<file path="src/design/ordered_array_list_macros.svh">
// Assertion macros shared by the ordered array list RTL.
// Included by modules that carry concurrent checks; needs nothing else.
`ifndef ORDERED_ARRAY_LIST_MACROS_SVH
`define ORDERED_ARRAY_LIST_MACROS_SVH

// Invariant checked at every clock edge outside reset.
`define OAL_ASSERT_ALWAYS(label, clk, rst_n, expr) \
    label: assert property (@(posedge clk) disable iff (!rst_n) (expr)) \
        else $error("ordered_array_list: invariant violated");

// Consequent must hold in the same cycle as the antecedent.
`define OAL_ASSERT_SAME(label, clk, rst_n, ante, cons) \
    label: assert property (@(posedge clk) disable iff (!rst_n) (ante) |-> (cons)) \
        else $error("ordered_array_list: same-cycle check failed");

// Consequent must hold in the cycle after the antecedent.
`define OAL_ASSERT_NEXT(label, clk, rst_n, ante, cons) \
    label: assert property (@(posedge clk) disable iff (!rst_n) (ante) |=> (cons)) \
        else $error("ordered_array_list: next-cycle check failed");

`endif

</file>
<file path="src/design/oal_pkg.sv">
// Package for the ordered array list: sizes, command and status codes,
// transaction payload types and the controller-to-datapath command type.
// No dependencies.
`default_nettype none

package oal_pkg;

    localparam int CAPACITY  = 16;
    localparam int KEY_WIDTH = 32;
    localparam int CNT_W     = $clog2(CAPACITY + 1);
    localparam int IDX_W     = $clog2(CAPACITY);
    localparam int CMD_W     = 3;
    localparam int POS_W     = 5;
    localparam int STS_W     = 2;

    localparam logic [CMD_W-1:0] CMD_CLEAR  = 3'd0;
    localparam logic [CMD_W-1:0] CMD_INSERT = 3'd1;
    localparam logic [CMD_W-1:0] CMD_HEAD   = 3'd2;
    localparam logic [CMD_W-1:0] CMD_TAIL   = 3'd3;
    localparam logic [CMD_W-1:0] CMD_REMOVE = 3'd4;
    localparam logic [CMD_W-1:0] CMD_READ   = 3'd5;

    localparam logic [STS_W-1:0] STS_OK    = 2'd0;
    localparam logic [STS_W-1:0] STS_FULL  = 2'd1;
    localparam logic [STS_W-1:0] STS_EMPTY = 2'd2;
    localparam logic [STS_W-1:0] STS_RANGE = 2'd3;

    typedef struct packed {
        logic [CMD_W-1:0]            command;
        logic [POS_W-1:0]            position;
        logic signed [KEY_WIDTH-1:0] key_in;
    } t_oal_in;

    typedef struct packed {
        logic [STS_W-1:0]            status;
        logic signed [KEY_WIDTH-1:0] key_out;
        logic [CNT_W-1:0]            count;
    } t_oal_out;

    typedef struct packed {
        logic exec;
    } t_oal_cmd;

endpackage

`default_nettype wire

</file>
<file path="src/design/oal_dp.sv">
// Datapath: chain of key cells with shift-up/shift-down/load per cell,
// entry counter, status decode and result register. Uses oal_pkg.
`default_nettype none

`include "ordered_array_list_macros.svh"

module oal_dp
    import oal_pkg::*;
(
    input  wire logic     i_clk,
    input  wire logic     i_rst_n,
    input  wire t_oal_cmd i_cmd,
    input  wire t_oal_in  i_req,
    output t_oal_out      o_res
);

    localparam int CMP_W = ((POS_W > CNT_W) ? POS_W : CNT_W) + 1;

    logic [KEY_WIDTH-1:0] r_cells [CAPACITY];
    logic [KEY_WIDTH-1:0] n_cells [CAPACITY];
    logic [CNT_W-1:0]     r_count;
    logic [CNT_W-1:0]     n_count;
    t_oal_out             r_res;
    t_oal_out             n_res;

    logic             full;
    logic             empty;
    logic             pos_in_list;
    logic             ins_pos_ok;
    logic             do_ins;
    logic             do_rem;
    logic             is_ins;
    logic [IDX_W-1:0] pos_slot;
    logic [IDX_W-1:0] ins_slot;
    logic [CMP_W-1:0] pos_ext;
    logic [CMP_W-1:0] cnt_ext;

    assign full     = (r_count == CNT_W'(CAPACITY));
    assign empty    = (r_count == '0);
    assign pos_ext  = CMP_W'(i_req.position);
    assign cnt_ext  = CMP_W'(r_count);
    assign pos_slot = IDX_W'(i_req.position - 1'b1);
    assign pos_in_list = (i_req.position != '0) && (pos_ext <= cnt_ext);
    assign ins_pos_ok  = (i_req.position != '0) && (pos_ext <= cnt_ext + 1'b1);
    assign is_ins = (i_req.command == CMD_INSERT) || (i_req.command == CMD_HEAD)
                 || (i_req.command == CMD_TAIL);

    always_comb begin
        n_res.status  = STS_OK;
        n_res.key_out = '0;
        do_ins        = 1'b0;
        do_rem        = 1'b0;
        ins_slot      = '0;
        n_count       = r_count;
        unique case (i_req.command)
            CMD_CLEAR: begin
                n_count = '0;
            end
            CMD_INSERT, CMD_HEAD, CMD_TAIL: begin
                if (i_req.command == CMD_INSERT) begin
                    ins_slot = pos_slot;
                end else if (i_req.command == CMD_TAIL) begin
                    ins_slot = IDX_W'(r_count);
                end
                if (full) begin
                    n_res.status = STS_FULL;
                end else if (i_req.command == CMD_INSERT && !ins_pos_ok) begin
                    n_res.status = STS_RANGE;
                end else begin
                    do_ins  = 1'b1;
                    n_count = r_count + 1'b1;
                end
            end
            CMD_REMOVE: begin
                if (empty) begin
                    n_res.status = STS_EMPTY;
                end else if (!pos_in_list) begin
                    n_res.status = STS_RANGE;
                end else begin
                    do_rem  = 1'b1;
                    n_count = r_count - 1'b1;
                end
            end
            CMD_READ: begin
                if (empty) begin
                    n_res.status = STS_EMPTY;
                end else if (!pos_in_list) begin
                    n_res.status = STS_RANGE;
                end else begin
                    n_res.key_out = r_cells[pos_slot];
                end
            end
            default: begin
            end
        endcase
        n_res.count = n_count;
    end

    always_comb begin
        for (int i = 0; i < CAPACITY; i++) begin
            n_cells[i] = r_cells[i];
            if (do_ins) begin
                if (IDX_W'(i) == ins_slot) begin
                    n_cells[i] = i_req.key_in;
                end else if (i > 0 && IDX_W'(i) > ins_slot) begin
                    n_cells[i] = r_cells[(i > 0) ? i - 1 : 0];
                end
            end else if (do_rem) begin
                if (i < CAPACITY - 1 && IDX_W'(i) >= pos_slot) begin
                    n_cells[i] = r_cells[(i < CAPACITY - 1) ? i + 1 : i];
                end
            end
        end
    end

    always_ff @(posedge i_clk) begin
        if (!i_rst_n) begin
            r_count <= '0;
        end else if (i_cmd.exec) begin
            r_count <= n_count;
        end
    end

    always_ff @(posedge i_clk) begin
        if (i_cmd.exec) begin
            r_cells <= n_cells;
            r_res   <= n_res;
        end
    end

    assign o_res = r_res;

    `OAL_ASSERT_ALWAYS(a_count_bound, i_clk, i_rst_n, r_count <= CNT_W'(CAPACITY))
    `OAL_ASSERT_NEXT(a_full_reject, i_clk, i_rst_n, i_cmd.exec && is_ins && full, r_count == $past(r_count) && r_res.status == STS_FULL)
    `OAL_ASSERT_NEXT(a_clear_zero, i_clk, i_rst_n, i_cmd.exec && i_req.command == CMD_CLEAR, r_count == '0 && r_res.count == '0)

endmodule

`default_nettype wire

</file>
<file path="src/design/oal_ctrl.sv">
// Controller: one-hot state machine tracking whether the result register
// holds an undelivered transaction; drives handshakes. Uses oal_pkg.
`default_nettype none

`include "ordered_array_list_macros.svh"

module oal_ctrl
    import oal_pkg::*;
(
    input  wire logic i_clk,
    input  wire logic i_rst_n,
    input  wire logic i_in_valid,
    output logic      o_in_stall,
    output logic      o_out_valid,
    input  wire logic i_out_stall,
    output t_oal_cmd  o_cmd
);

    typedef enum logic [1:0] {
        CS_EMPTY = 2'b01,
        CS_HELD  = 2'b10
    } t_ctl_state;

    t_ctl_state r_state;
    t_ctl_state n_state;
    logic       accept;

    assign o_in_stall  = (r_state == CS_HELD) && i_out_stall;
    assign o_out_valid = (r_state == CS_HELD);
    assign accept      = i_in_valid && !o_in_stall;
    assign o_cmd.exec  = accept;

    always_comb begin
        n_state = r_state;
        unique case (r_state)
            CS_EMPTY: begin
                if (accept) begin
                    n_state = CS_HELD;
                end
            end
            CS_HELD: begin
                if (accept) begin
                    n_state = CS_HELD;
                end else if (!i_out_stall) begin
                    n_state = CS_EMPTY;
                end
            end
            default: begin
                n_state = CS_EMPTY;
            end
        endcase
    end

    always_ff @(posedge i_clk) begin
        if (!i_rst_n) begin
            r_state <= CS_EMPTY;
        end else begin
            r_state <= n_state;
        end
    end

    `OAL_ASSERT_NEXT(a_accept_held, i_clk, i_rst_n, accept, r_state == CS_HELD)
    `OAL_ASSERT_NEXT(a_stall_keeps, i_clk, i_rst_n, r_state == CS_HELD && i_out_stall, r_state == CS_HELD)
    `OAL_ASSERT_SAME(a_stall_only_held, i_clk, i_rst_n, o_in_stall, r_state == CS_HELD && !accept)

endmodule

`default_nettype wire

</file>
<file path="src/design/ordered_array_list.sv">
// Channel   Dir  Handshake                 Payload
// request   in   i_in_valid / o_in_stall   i_in_data  (t_oal_in)
// result    out  o_out_valid / i_out_stall o_out_data (t_oal_out)
// One transaction per cycle unless the request side stalls: each request
// executes in the cycle it is accepted; the cell chain shifts all entries at once.
// Result appears the cycle after acceptance and stays until taken.
// Request side stalls only while a held result is stalled downstream.
// Synchronous active-low reset empties the list; no clearing pass.
// Top level: ordered array list; uses oal_pkg, oal_ctrl and oal_dp.
`default_nettype none

module ordered_array_list
    import oal_pkg::*;
(
    input  wire logic    i_clk,
    input  wire logic    i_rst_n,
    input  wire logic    i_in_valid,
    output logic         o_in_stall,
    input  wire t_oal_in i_in_data,
    output logic         o_out_valid,
    input  wire logic    i_out_stall,
    output t_oal_out     o_out_data
);

    t_oal_cmd cmd;

    oal_ctrl u_ctrl (
        .i_clk       (i_clk),
        .i_rst_n     (i_rst_n),
        .i_in_valid  (i_in_valid),
        .o_in_stall  (o_in_stall),
        .o_out_valid (o_out_valid),
        .i_out_stall (i_out_stall),
        .o_cmd       (cmd)
    );

    oal_dp u_dp (
        .i_clk   (i_clk),
        .i_rst_n (i_rst_n),
        .i_cmd   (cmd),
        .i_req   (i_in_data),
        .o_res   (o_out_data)
    );

endmodule

`default_nettype wire

</file>
<file path="config.mk">
export PLATFORM = sky130hd
export DESIGN_NAME = ordered_array_list
export DESIGN_NICKNAME = d
export VERILOG_FILES = /design/src/design/oal_pkg.sv /design/src/design/oal_dp.sv /design/src/design/oal_ctrl.sv /design/src/design/ordered_array_list.sv
export VERILOG_INCLUDE_DIRS = /design/src /design/src/design
export SDC_FILE = /design/constraint.sdc
export NUM_CORES = 1
export LEC_CHECK = 0
export BUFFER_PORTS_ARGS = -buffer_cell sky130_fd_sc_hd__buf_2
export CAP_MARGIN = 20
export CORE_ASPECT_RATIO = 0.5
export CORE_MARGIN = 2
export CORE_UTILIZATION = 45
export CTS_BUF_LIST = sky130_fd_sc_hd__clkbuf_16
export CTS_CLUSTER_SIZE = 28
export DETAILED_ROUTE_END_ITERATION = 8
export PLACE_DENSITY = 0.67
export SYNTH_ARGS = -nofsm -noshare
export SYNTH_HDL_FRONTEND = slang
export SYNTH_SLANG_ARGS = --single-unit
</file>
<file path="constraint.sdc">
create_clock -name i_clk -period 9.85 [get_ports i_clk]
set_clock_uncertainty 0.1 [all_clocks]
set_input_delay 0.985 -clock i_clk [delete_from_list [all_inputs] [get_ports i_clk]]
set_output_delay 0.985 -clock i_clk [all_outputs]
set_load 0.01 [all_outputs]
</file>
==> results.md, run 1 <==
- Clk slew on worst S/H paths: 0.06 ns
- Worst VDD drop: 0.125 mV
- Final Max Tran Viols: 0
- PortBufs: 84
- Root buf cell: clkbuf_16
- Post-CTS setup buffer count: 0
- Starting Density: 45.6%
- Outcome: finished, final reports clean
- Critical path peak fanout: 121
- Height of the chip: 194 um
- Yosys cell types: 61
- Crit path largest cell delay: 0.90 ns
- Tcrit/Tclk final: 59.7%
- Setup_tns: 0 ns
- Worst r2r src: u_dp.r_count[0]
- Area Growth Syn to Fin: 8.84%
- First-pass GRT wire length: 135 mm
- RSZ-0062 raised after global routing: false
- Wire length per cell: 24.3 um
- Largest net degree at the start of global routing: 268
- Inserted Clock Buffers: 55
- Later-pin clock latency in the skew report: 0.61 ns
- FFs w/ async S/R, synth: 0%
- Pre-antenna DRT Iters: 6
- HP Start: u_ctrl.r_state[1]
- Max clock buf depth: 3
- Hold Violations, Final: 0
- CTS tree: yes
- Final Total Pwr: 6.12 mW
- Share of cells above drive strength 1: 16.3%
- Filler instances: 6,224
- CTS H-tree depth: 2
- Initial antenna violation count: 0
- Yosys warning count: 0
- Maxcap violations: 0
- Layout Nets: 2,720
- Cell Area, Placed: 33,500 um^2
- Net Sw Power: 1.71 mW
- Worst Path Required: 10.06 ns
- Crit-path slowest cell: buf_4
- Min Tclk post-route: 5.88 ns
- WHS Path Cells: 2
- # diodes: 0
- Startpoint types: flip-flop
- Max-slew headroom: 23.0%
- DIE AREA: 74,300 um^2
- Gr ovfl total: 0
- Gate power share: 17.4%
- CTS Hold Buffers Added: 0
- Design Area, Final: 35,300 um^2
- Crit-path cells: ha_1 > nand3_1 > xnor2_1 > ha_1 > nand3_1 > o21bai_1 > a21oi_1 > o21a_4 > buf_4 > buf_4 > o21ai_0
- FF+latch area: 16,700 um^2
- Synthesized area: 32,400 um^2
- IO Pins: 85
- Clock Power Share: 33.9%
- Sequential element share of the synthesized area: 51.5%
- Mean Syn Cell Area: 11.9 um^2
- Core Box Area: 71,100 um^2
- P_int: 4.41 mW
- DP HPWL: 50.7 mm
- Reg-to-reg endpoint: u_dp.r_cells[274]
- Sequential share of power: 48.7%
- Die Wd: 384 um
- Clk sink count: 558
- Ys flop type: edfxtp_1
- Post-synth EDFFs: 551
- Vias per inst: 6.15
- DRC: 0
- Gr usage total: 23.5%
- Post-CTS resize count: 0
- CP Capture Type: flip-flop
- Yosys reg bits: 558
- Worst Max-Slew Pin Slew: 1.15 ns
- Routed Antenna Nets: 0
- # rows: 69
- R2r setup slk: 3.97 ns
- Final setup vio count: 0
- Initial DRC count: 2,623
- Hold EP: u_ctrl.r_state[1]
- Worst R2R Path Depth: 11
- Lkg Pwr: 13.0 nW
- Crit Path Category: flip-flop to flip-flop
- F_max: 0.170 GHz
- Routed WL: 89.0 mm
- Worst Hold Class: flip-flop to flip-flop
- Area of the multi-input gates: 14,800 um^2
- Power Density: 173 nW/um^2
- Via count: 22,500
- Hold slack: 0.429 ns
- Net Count, Synth: 2,776
- Switching Share: 27.9%
- Post-Syn Instances: 2,714
- Vias in the first global route: 21,600
- Placer Congestion: 0.867
- Worst EP arrival: 6.09 ns
state kept, by name (all words and copies together) (netlist names):
signal and cells:
u_ctrl.r_state 2, u_dp.o_res 39, u_dp.r_cells 512, u_dp.r_count 5
critical path: cells and delay by family (launching register included):
family / cells / cell delay, ns
AND/OR/NAND/NOR: 2 / 0.29
AO/OA/AOI/OAI: 4 / 1.85
adder cells (fa/ha/maj): 2 / 0.59
flip-flops: 1 / 0.60
XOR/XNOR: 1 / 0.19
buffers and inverters: 2 / 1.74
synthesized netlist by cell type, types with 5 or more instances:
cell type    n  share of area, %
a211oi_1     8              0.19
a21o_1       5              0.12
a21oi_1     16              0.25
a311oi_1     5              0.14
a31oi_1      5             0.097
buf_1        8             0.093
buf_2       78               1.2
buf_4       23              0.53
buf_6       11              0.38
clkbuf_1   126               1.5
dfxtp_1      7              0.43
edfxtp_1   551                51
ha_1        18              0.69
inv_1       13              0.15
mux2_2      32               1.1
mux2i_1    449                14
mux4_2     160                11
nand2_1    570               6.6
nand2b_1     6              0.12
nand3_1     17              0.26
nor2_1      23              0.27
nor2b_1     38              0.73
nor3_1      11              0.17
o21ai_0    380               5.9
o21ai_1     90               1.4
how the worst max path moves through the flow:
stage | slack [ns] | from | endpoint | depth (start not counted)
global placement | 3.56 | i_in_data[32] | u_dp.r_cells[50] | 10
floorplan | 3.00 | i_in_data[32] | u_dp.r_cells[352] | 14
finish | 3.97 | u_dp.r_count[0] | u_dp.r_cells[274] | 11
global route | 3.43 | u_dp.r_count[0] | u_dp.r_cells[274] | 11
detailed placement | 3.47 | i_in_data[32] | u_dp.r_cells[52] | 10
CTS | 4.10 | u_dp.r_count[0] | u_dp.r_cells[240] | 11
final cells by class:
class / count / area share, %
tap: 958 / 3.40
clock buffer: 55 / 3.90
inverter: 14 / 0.149
timing repair buffer: 133 / 2.39
multi-input combinational: 1896 / 41.9
clock inverter: 46 / 0.926
sequential: 558 / 47.3
layout by cell type, fill, tap and decap left out, types with 4 or more instances in the layout:
cell type,synthesis,layout
nor2_1,23,22
nand2_1,570,569
o21ai_1,90,88
o22ai_1,4,4
nand3_1,17,14
a21oi_4,0,6
a21o_1,5,5
nor3_4,4,6
bufinv_16,0,5
clkinv_1,1,19
nand2b_1,6,6
a211oi_1,8,5
o211ai_1,4,4
o21ai_0,380,380
mux4_2,160,160
a31oi_1,5,5
inv_1,13,22
dfxtp_1,7,7
edfxtp_1,551,551
nor2b_1,38,37
ha_1,18,17
buf_4,23,46
mux2_2,32,32
clkbuf_16,0,55
nor3_1,11,9
mux2i_1,449,449
a311oi_4,0,4
xnor2_1,4,4
a21oi_1,16,10
buf_2,78,83
clkinv_2,0,11
layer usage:
metal / GRT usage, % / vias up / share of wire [%]
met5: 0 / - / 0
met3: 3.84 / 108 / 8.3
met4: 5.04 / 0 / 1.8
met2: 35.1 / 979 / 44
met1: 36.1 / 11300 / 46
li1: - / 10100 / -
stage by stage:
step	setup slack [ns]	utilization (%)	std cells
after floorplan	3.00	-	2714
after global placement	3.56	47.2	3558
after detailed placement	3.47	47.2	3558
after CTS	4.10	49.5	3659
after global routing	3.43	49.6	3660
final	3.97	49.6	3660
power groups by stage:
stage          sequential (mW)  combinational [mW]  clock, mW
2_1_floorplan             3.00               0.755          0
3_3_place_gp              3.02                1.02          0
3_5_place_dp              3.03                1.05          0
4_1_cts                   2.98                1.05       2.10
5_1_grt                   3.00                1.16       2.19
6_report                  2.98                1.06       2.08
cell families (layout without fill, tap and decap cells):
| group | after synthesis | in the layout | share of synthesized area [%] |
|---|---|---|---|
| AOI/OAI and AO/OA | 533 | 533 | 8.64 |
| xor gates and xnor gates | 5 | 5 | 0.158 |
| adders and majority gates | 18 | 18 | 0.695 |
| buffers and inverters | 260 | 248 | 3.83 |
| DFF | 558 | 558 | 51.5 |
| muxes | 641 | 641 | 26.1 |
| and+or+nand+nor | 699 | 699 | 9.10 |
Power figures use the tool's default switching activity.
==> run 2: changes to the inputs <==
clock period = 5.8 ns   (was 9.85 ns; I/O delays follow)
==> results.md, run 2 (synthesis results as in run 1) <==
- Outcome: finished, final reports clean
- Gr ovfl total: 0
- Share of cells above drive strength 1: 17.2%
- HP Start: i_rst_n
- Wire length per cell: 24.9 um
- RSZ-0062 raised after global routing: false
- Clk sink count: 558
- Worst EP arrival: 4.95 ns
- Vias per inst: 6.18
- Worst R2R Path Depth: 11
- Routed Antenna Nets: 0
- Filler instances: 6,153
- Post-CTS setup buffer count: 0
- Via count: 22,700
- DIE AREA: 74,300 um^2
- Largest net degree at the start of global routing: 218
- Gr usage total: 24.3%
- Crit Path Category: flip-flop to flip-flop
- CTS H-tree depth: 2
- Final Max Tran Viols: 0
- Hold slack: 0.160 ns
- Reg with most FFs: u_dp.r_cells
- Worst Path Required: 6.01 ns
- Maxcap violations: 0
- R2r setup slk: 1.06 ns
- Inserted Clock Buffers: 54
- F_max: 0.211 GHz
- Hold EP: u_dp.r_count[0]
- WHS Path Cells: 3
- DRC: 0
- Worst Hold Class: input port to flip-flop
- Vias in the first global route: 21,600
- Worst VDD drop: 0.223 mV
- Power Density: 303 nW/um^2
- DP Cell Count: 3,572
- Final cell count without fillers: 3,674
- Most common cell after layout, fill and taps aside: nand2_1
- Later-pin clock latency in the skew report: 0.64 ns
- Min Tclk post-route: 4.74 ns
- PortBufs: 84
- Initial DRC count: 2,802
- Starting Density: 45.6%
- Area Growth Syn to Fin: 10.1%
- Hold Violations, Final: 0
- IO Pins: 85
- Clk slew on worst S/H paths: 0.06 ns
- CTS tree: yes
- Layout Nets: 2,732
- Max-slew headroom: 25.4%
- Root buf cell: clkbuf_16
- CP Capture Type: flip-flop
- Initial antenna violation count: 3
- # rows: 69
- Tcrit/Tclk final: 81.7%
- Reg-to-reg endpoint: u_dp.r_cells[470]
- Final setup vio count: 0
- First-pass GRT wire length: 138 mm
- Post-CTS resize count: 0
- Worst Max-Slew Pin Slew: 1.12 ns
- DP HPWL: 52.4 mm
- Worst r2r src: u_dp.r_count[0]
- Critical path peak fanout: 76
- Core Box Area: 71,100 um^2
- Largest register FFs: 512
- Startpoint types: flip-flop
- Max clock buf depth: 3
- Placer Congestion: 0.818
- Routed WL: 91.4 mm
- Highest-count cells in the layout ignoring fill and taps: nand2_1 (569), edfxtp_1 (551), mux2i_1 (449), o21ai_0 (380), mux4_2 (160)
- Die Wd: 384 um
- Lkg Pwr: 13.1 nW
- CTS Hold Buffers Added: 0
- Pre-antenna DRT Iters: 6
- Height of the chip: 194 um
-- run 2: cell count changes in the layout (fill, tap and decap cells not counted), moves of 2 or more --
cell / previous run / this run
buf_12: 2 / 12
buf_4: 46 / 50
bufinv_16: 5 / 12
clkinv_1: 19 / 11
clkinvlp_4: 1 / 5
diode_2: 0 / 2
inv_1: 22 / 16
nor3_2: 3 / 1
nor3_4: 6 / 8
-- run 2: worst max path at each step --
stage	from	endpoint	slack, ns
2_1_floorplan	i_in_data[32]	u_dp.r_cells[64]	-0.53
3_3_place_gp	u_dp.r_count[0]	u_dp.r_cells[462]	1.08
3_5_place_dp	u_dp.r_count[0]	u_dp.r_cells[465]	1.10
4_1_cts	u_dp.r_count[0]	u_dp.r_cells[468]	1.08
5_1_grt	u_dp.r_count[0]	u_dp.r_cells[470]	0.78
6_report	u_dp.r_count[0]	u_dp.r_cells[470]	1.06
-- run 2: area by class of cell --
class | count | area (um^2) | area share (%)
flip-flops and latches | 558 | 16700 | 46.7
multi-input cells | 1896 | 14800 | 41.5
clock buffers | 55 | 1380 | 3.86
well taps | 958 | 1200 | 3.36
repair buffers | 146 | 1040 | 2.93
clock inverters | 45 | 528 | 1.48
inverters | 14 | 52.6 | 0.147
diodes | 2 | 5.00 | 0.0140
-- run 2: where the power goes --
group	internal (mW)	total [mW]	switching, mW
registers	4.87	5.06	0.195
logic	0.698	1.84	1.14
clock network	2.26	3.92	1.66
total	7.82	10.8	3.00
-- run 2: per-stage QoR --
stage / power (mW) / setup TNS [ns] / worst slack (ns) / cell area (um^2) / util, %
finish: 10.8 / 0 / 1.06 / 35700 / 50.2
global placement: 6.91 / 0 / 1.08 / 33800 / 47.5
detailed placement: 6.96 / 0 / 1.10 / 33800 / 47.5
CTS: 10.8 / 0 / 1.08 / 35700 / 50.2
floorplan: 6.37 / -94.21 / -0.529 / 32400 / -
global route: 11.2 / 0 / 0.776 / 35700 / 50.2
-- run 2: per-layer routing --
layer  part of all wire (%)  wire length, um  global-route usage (%)
met5                      0                0                       0
met4                    2.0             1830                    5.91
met1                     45            40800                    36.5
met2                     45            40700                    36.3
met3                    8.7             7990                    4.39
-- run 2: critical path, stage by stage, from the launching register on --
cell and delay, ns:
dfxtp_1 0.54, ha_1 0.27, nand3_1 0.17, xnor2_1 0.19
ha_1 0.30, nand3_1 0.10, o21bai_1 0.19, a21oi_1 0.60
o21a_4 0.81, nand4_1 0.27, a21oi_4 0.52, buf_12 0.31
